[config.mk]
export PLATFORM = sky130hd
export DESIGN_NAME = qrc_judge
export DESIGN_NICKNAME = d
export VERILOG_FILES = /design/src/qrc_pkg.sv /design/src/qrc_judge.sv
export SDC_FILE = /design/constraint.sdc
export NUM_CORES = 2
export LEC_CHECK = 0
export ABC_AREA = 1
export BUFFER_PORTS_ARGS = -buffer_cell sky130_fd_sc_hd__clkbuf_2
export CAP_MARGIN = 20
export CORE_ASPECT_RATIO = 1.25
export CORE_UTILIZATION = 55
export DETAILED_ROUTE_END_ITERATION = 8
export GPL_ROUTABILITY_DRIVEN = 0
export PLACE_DENSITY_LB_ADDON = 0.25
export SLEW_MARGIN = 10
export SYNTH_ARGS = -nofsm -noshare
export SYNTH_HDL_FRONTEND = slang
export SYNTH_SLANG_ARGS = --single-unit
[constraint.sdc]
create_clock -name clk -period 10 [get_ports clk]
set_input_delay 0.5 -clock clk [delete_from_list [all_inputs] [get_ports clk]]
set_output_delay 0.5 -clock clk [all_outputs]
set_load 0.02 [all_outputs]
[src/qrc_pkg.sv]
`timescale 1ns / 1ps
// Shared types, widths and constants for the quadrilateral rectangle check.
// No dependencies; imported by every module of the block.
package qrc_pkg;

  localparam int COORD_W  = 16;                   // signed fixed-point corner coordinate
  localparam int FRAC_W   = 4;                    // fraction bits of a coordinate
  localparam int LIM_W    = 12;                   // side limit registers, whole pixels
  localparam int SUM_W    = COORD_W + 2;          // sum of four coordinates
  localparam int SIDE_W   = COORD_W + 1;          // difference of two coordinates
  localparam int PROD_W   = 2 * SIDE_W;           // product of two sides
  localparam int DOT_W    = PROD_W + 1;           // dot or cross product
  localparam int TRUNC_W  = DOT_W - 2 * FRAC_W;   // dot or cross in whole square pixels
  localparam int MAG_W    = TRUNC_W;              // magnitude of the above
  localparam int LIM_SQ_W = 2 * LIM_W;
  localparam int LIM2_W   = LIM_SQ_W + 2 * FRAC_W;
  localparam int TAN_W    = 18;
  localparam int ONE_SH   = 20;                   // tangent constants are Q20
  localparam int KPROD_W  = MAG_W + TAN_W;
  localparam int CMP_W    = MAG_W + ONE_SH;

  // tan(90 - 80 * 3.14 / 180) and tan(100 * 3.14 / 180 - 90), Q20
  localparam logic [TAN_W-1:0] TAN_LOW  = TAN_W'(185658);
  localparam logic [TAN_W-1:0] TAN_HIGH = TAN_W'(183936);

  localparam logic [LIM_W-1:0] MIN_SIDE_RST  = LIM_W'(50);
  localparam logic [LIM_W-1:0] NEAR_SIDE_RST = LIM_W'(100);

  localparam int CFG_IDX_W = 1;
  localparam logic [CFG_IDX_W-1:0] CFG_MIN_SIDE  = 1'b0;
  localparam logic [CFG_IDX_W-1:0] CFG_NEAR_SIDE = 1'b1;

  typedef enum logic [1:0] {
    MATCH_BAD    = 2'd0,
    MATCH_GOOD   = 2'd1,
    MATCH_ACCEPT = 2'd2
  } match_code_t;

  typedef logic signed [COORD_W-1:0] coord_t;
  typedef logic signed [SIDE_W-1:0]  side_t;
  typedef logic signed [PROD_W-1:0]  prod_t;
  typedef logic [MAG_W-1:0]          mag_t;
  typedef logic [LIM2_W-1:0]         lim2_t;

  typedef struct packed {
    coord_t corner0_x;
    coord_t corner0_y;
    coord_t corner1_x;
    coord_t corner1_y;
    coord_t corner2_x;
    coord_t corner2_y;
    coord_t corner3_x;
    coord_t corner3_y;
  } in_req_t;

  typedef struct packed {
    match_code_t match_code;
    coord_t      center_x;
    coord_t      center_y;
  } out_rsp_t;

  // corners ordered by quadrant, plus centroid
  typedef struct packed {
    logic           quad_ok;
    coord_t         cx;
    coord_t         cy;
    logic [3:0][COORD_W-1:0] qx;
    logic [3:0][COORD_W-1:0] qy;
  } sort_t;

  // per-corner angle terms and side length flags
  typedef struct packed {
    logic                  quad_ok;
    coord_t                cx;
    coord_t                cy;
    logic [3:0]            dot_neg;
    logic [3:0][MAG_W-1:0] dot_mag;
    logic [3:0][MAG_W-1:0] crs_mag;
    logic [3:0]            long_ok;
    logic [3:0]            near_ok;
  } geom_t;

endpackage

[src/qrc_judge.sv]
`timescale 1ns / 1ps
// Last two stages: tangent products for the angle window, then the match
// decision into the output register. Depends on qrc_pkg.
module qrc_judge (
  input  logic               clk,
  input  logic               rst_n,
  input  logic               in_vld,
  output logic               in_rdy,
  input  qrc_pkg::geom_t     in_data,
  output logic               out_vld,
  input  logic               out_rdy,
  output qrc_pkg::out_rsp_t  out_data
);
  import qrc_pkg::*;

  logic                s6_vld_r, s7_vld_r;
  logic                s6_adv, s7_adv;
  logic                s6_ok_r;
  coord_t              s6_cx_r, s6_cy_r;
  logic [KPROD_W-1:0]  kp_r [4];
  mag_t                dmag_r [4];
  logic [3:0]          crs_zero_r;
  logic [3:0]          long_r, near_r;
  out_rsp_t            s7_data_r;
  out_rsp_t            s7_nxt;
  logic [3:0]          angle_ok;
  match_code_t         code;

  assign s7_adv = !s7_vld_r || out_rdy;
  assign s6_adv = !s6_vld_r || s7_adv;
  assign in_rdy = s6_adv;

  // pass iff cross != 0 and |dot| * 2^20 <= |cross| * tan
  always_comb begin
    for (int i = 0; i < 4; i++) begin
      angle_ok[i] = !crs_zero_r[i] &&
                    ((CMP_W'(dmag_r[i]) << ONE_SH) <= CMP_W'(kp_r[i]));
    end
    priority if (!s6_ok_r) begin
      code = MATCH_BAD;
    end else if ((&angle_ok) && (&long_r)) begin
      code = MATCH_ACCEPT;
    end else if (&near_r) begin
      code = MATCH_GOOD;
    end else begin
      code = MATCH_BAD;
    end
    s7_nxt.match_code = code;
    s7_nxt.center_x   = (code != MATCH_BAD) ? s6_cx_r : '0;
    s7_nxt.center_y   = (code != MATCH_BAD) ? s6_cy_r : '0;
  end

  always_ff @(posedge clk) begin
    if (!rst_n) begin
      s6_vld_r <= 1'b0;
      s7_vld_r <= 1'b0;
    end else begin
      if (s6_adv) s6_vld_r <= in_vld;
      if (s7_adv) s7_vld_r <= s6_vld_r;
    end
  end

  always_ff @(posedge clk) begin
    if (s6_adv && in_vld) begin
      s6_ok_r <= in_data.quad_ok;
      s6_cx_r <= in_data.cx;
      s6_cy_r <= in_data.cy;
      long_r  <= in_data.long_ok;
      near_r  <= in_data.near_ok;
      for (int i = 0; i < 4; i++) begin
        kp_r[i]       <= KPROD_W'(in_data.crs_mag[i]) *
                         KPROD_W'(in_data.dot_neg[i] ? TAN_HIGH : TAN_LOW);
        dmag_r[i]     <= in_data.dot_mag[i];
        crs_zero_r[i] <= (in_data.crs_mag[i] == '0);
      end
    end
    if (s7_adv && s6_vld_r) begin
      s7_data_r <= s7_nxt;
    end
  end

  assign out_vld  = s7_vld_r;
  assign out_data = s7_data_r;

endmodule

==> metrics.txt <==
Post-synth top cells=inv_1, fa_1, ha_1; H-tree depth=2; fillcell total=9720; kind of critical path=in2reg; post-synthesis register bit count=365; Slew headroom=28.6%; final hold violation count=0; Slew @ Worst Pin=1.06 ns; Syn Std Cell Area=61600 µm²; critical-path cell list=clkbuf_2, buf_16, nor2_1, inv_1, fa_1, fa_1, fa_1, inv_1, fa_1, fa_1, inv_1, fa_1, inv_1, ha_1, a21oi_1, inv_1, a21oi_1, o21ai_0, o21ai_1, nand3_1, nand2_1, nand2_1, xor2_1; M1 WL=60600 µm; Initial Utilization=55.7%; sequential cell area fraction in the yosys report=17.8%; status=complete, but fails checks; number of synthesized flops with an enable pin=363; wire length per cell=17.7 µm; final wirelength=153000 µm; vias per inst=5.28; # hold bufs at CTS=0; highest routed layer=met5; Fmax=156 MHz; CTS clk-pin slew, worst paths=0.07 ns; most frequent cell after synthesis=inv_1; vias after detailed routing=45829; first-pass GRT wire length=247000 µm; clock sinks=365; RSZ-0062 raised after global routing=no; Synth Warn #=0; CTS tree=done; CTS Buffer Depth=3; DIE AREA=113000 µm²; Hold Crit Class=in2reg; routed wl met2=76400 µm; Syn Area/Cell=9.09 µm²; synth unique cells=58; synthesis-to-layout area growth=7.81%; CTS Buf Count=38; Pins Over Slew Limit=0; crit-path max FO=30; Synth Instances=6781; Tot GR Track Use=27.8%; crit path DAT=6.72 ns; postcts setup bufs=0; failing checks=DRC; Post-synth ARST share=0%; vias in the first global route=48358; Worst Setup Start Kind=primary input; Met3 Wirelength=9080 µm; nets=9297; DRC viols=96; share of cells above drive strength 1=6.61%; crit-path most repeated cell=fa_1; Setup Skew=0.0397 ns; post-CTS resize count=0; Die X-Extent=301 µm; 1st-iter DRT viols=3305; detailed-placement wirelength estimate=136000 µm; synth top area cells=fa_1, edfxtp_1, ha_1; Synth area leader=fa_1; Final ANT Viol Nets=0; largest stage delay on the critical path=0.55 ns; worst endpoint required time=10.31 ns; CTS Root Cell=clkbuf_16; setup TNS=0 ns; initial antenna violation count=6; pin count of the biggest net entering global routing=95; clk_lat worst skew=0.56 ns; Setup crit end kind=flip-flop; Rows=136; IO Port Bufs=300; core area=111000 µm²; r2r setup slk=6.55 ns; total congestion overflow=0; Max-Cap Viols=0; die height=376 µm; crit path max-delay cell type=fa_1; Tmin final=6.41 ns; share of the synthesized area in the top cell type=31.6%; DRT Pass-1 Iters=7; # setup viols final=0; Post-synth top flop=edfxtp_1; I/O pins=301; Final Cycle Share=64.1%
final timing paths:
kind / endpoint / start / cells past startpoint
min: dmag_r[2][26] / in_data[196] / 1
min reg2reg: s6_vld_r / s6_vld_r / 2
max: kp_r[2][42] / in_data[226] / 23
max reg2reg: kp_r[0][38] / out_vld / 5
cells in the final DEF (no fill, tap or decap), types with 24 or more instances in the layout:
cell       synthesis  routed
a21o_1            37      37
a21oi_1          246     245
a21oi_2           47      47
a31oi_1           38      38
clkbuf_16          0      38
clkbuf_2           0     300
conb_1             2     104
edfxtp_1         363     363
fa_1             973     973
ha_1             857     857
inv_1           1974    1973
nand2_1          736     736
nand3_1          110     110
nand4_1           45      45
nor2_1           645     645
nor3_1            29      29
nor4_1            34      34
o21ai_0          168     168
o21bai_1          82      82
o22ai_1           24      24
xnor2_1           47      47
xor2_1           148     148
kinds of logic after synthesis:
group	Yosys count	share of synthesized area (%)
AO/OA/AOI/OAI	710	6.90
XOR/XNOR	195	2.77
adder cells (fa/ha/maj)	1830	49.0
flip-flops	365	17.8
AND/OR/NAND/NOR	1660	11.1
other	2	0.0122
buffers and inverters	2019	12.4
registers in the layout (all words and copies together) (netlist names):
signal      count
crs_zero_r      4
dmag_r        108
kp_r          176
long_r          4
near_r          4
out_data       34
out_vld         1
s6_cx_r        16
s6_cy_r        16
s6_ok_r         1
s6_vld_r        1
worst max-delay path, delay by kind of cell:
| family | cells | cell delay, ns |
|---|---|---|
| compound gates | 4 | 0.81 |
| simple gates | 4 | 0.77 |
| fa+ha+maj | 7 | 3.35 |
| xor+xnor | 1 | 0.14 |
| buf+inv | 7 | 1.12 |
final cells by class:
| type | count | area (µm²) | share of cell area [%] |
|---|---|---|---|
| multi-input combinational | 4499 | 43400 | 65.4 |
| clock inverter | 23 | 221 | 0.333 |
| antenna | 1 | 2.50 | 0.00377 |
| inverter | 1989 | 7470 | 11.2 |
| tap | 1449 | 1810 | 2.73 |
| timing repair buffer | 309 | 1590 | 2.39 |
| sequential | 365 | 10900 | 16.5 |
| clock buffer | 46 | 981 | 1.48 |
layer usage:
metal | global-route usage [%] | vias up
met5 | 0 | -
met4 | 11.5 | 10
met3 | 3.59 | 403
met2 | 48.7 | 1598
met1 | 34.5 | 22228
li1 | - | 21590
stage by stage:
step | std cells | utilization (%) | hold slack [ns] | instance area (µm²) | setup WS, ns
after global routing | 8680 | 60.1 | 0.0840 | 66400 | 3.16
after detailed placement | 8610 | 59.0 | 0.527 | 65200 | 2.97
after global placement | 8609 | 59.0 | 0.516 | 65200 | 3.07
after floorplan | 6883 | - | 0.447 | 62000 | 2.11
after CTS | 8679 | 60.0 | 0.0727 | 66400 | 3.57
final | 8681 | 60.1 | 0.111 | 66400 | 3.59
Power is not shown: default switching activity piles up to over one toggle a cycle in this logic, so the estimate is an artifact.
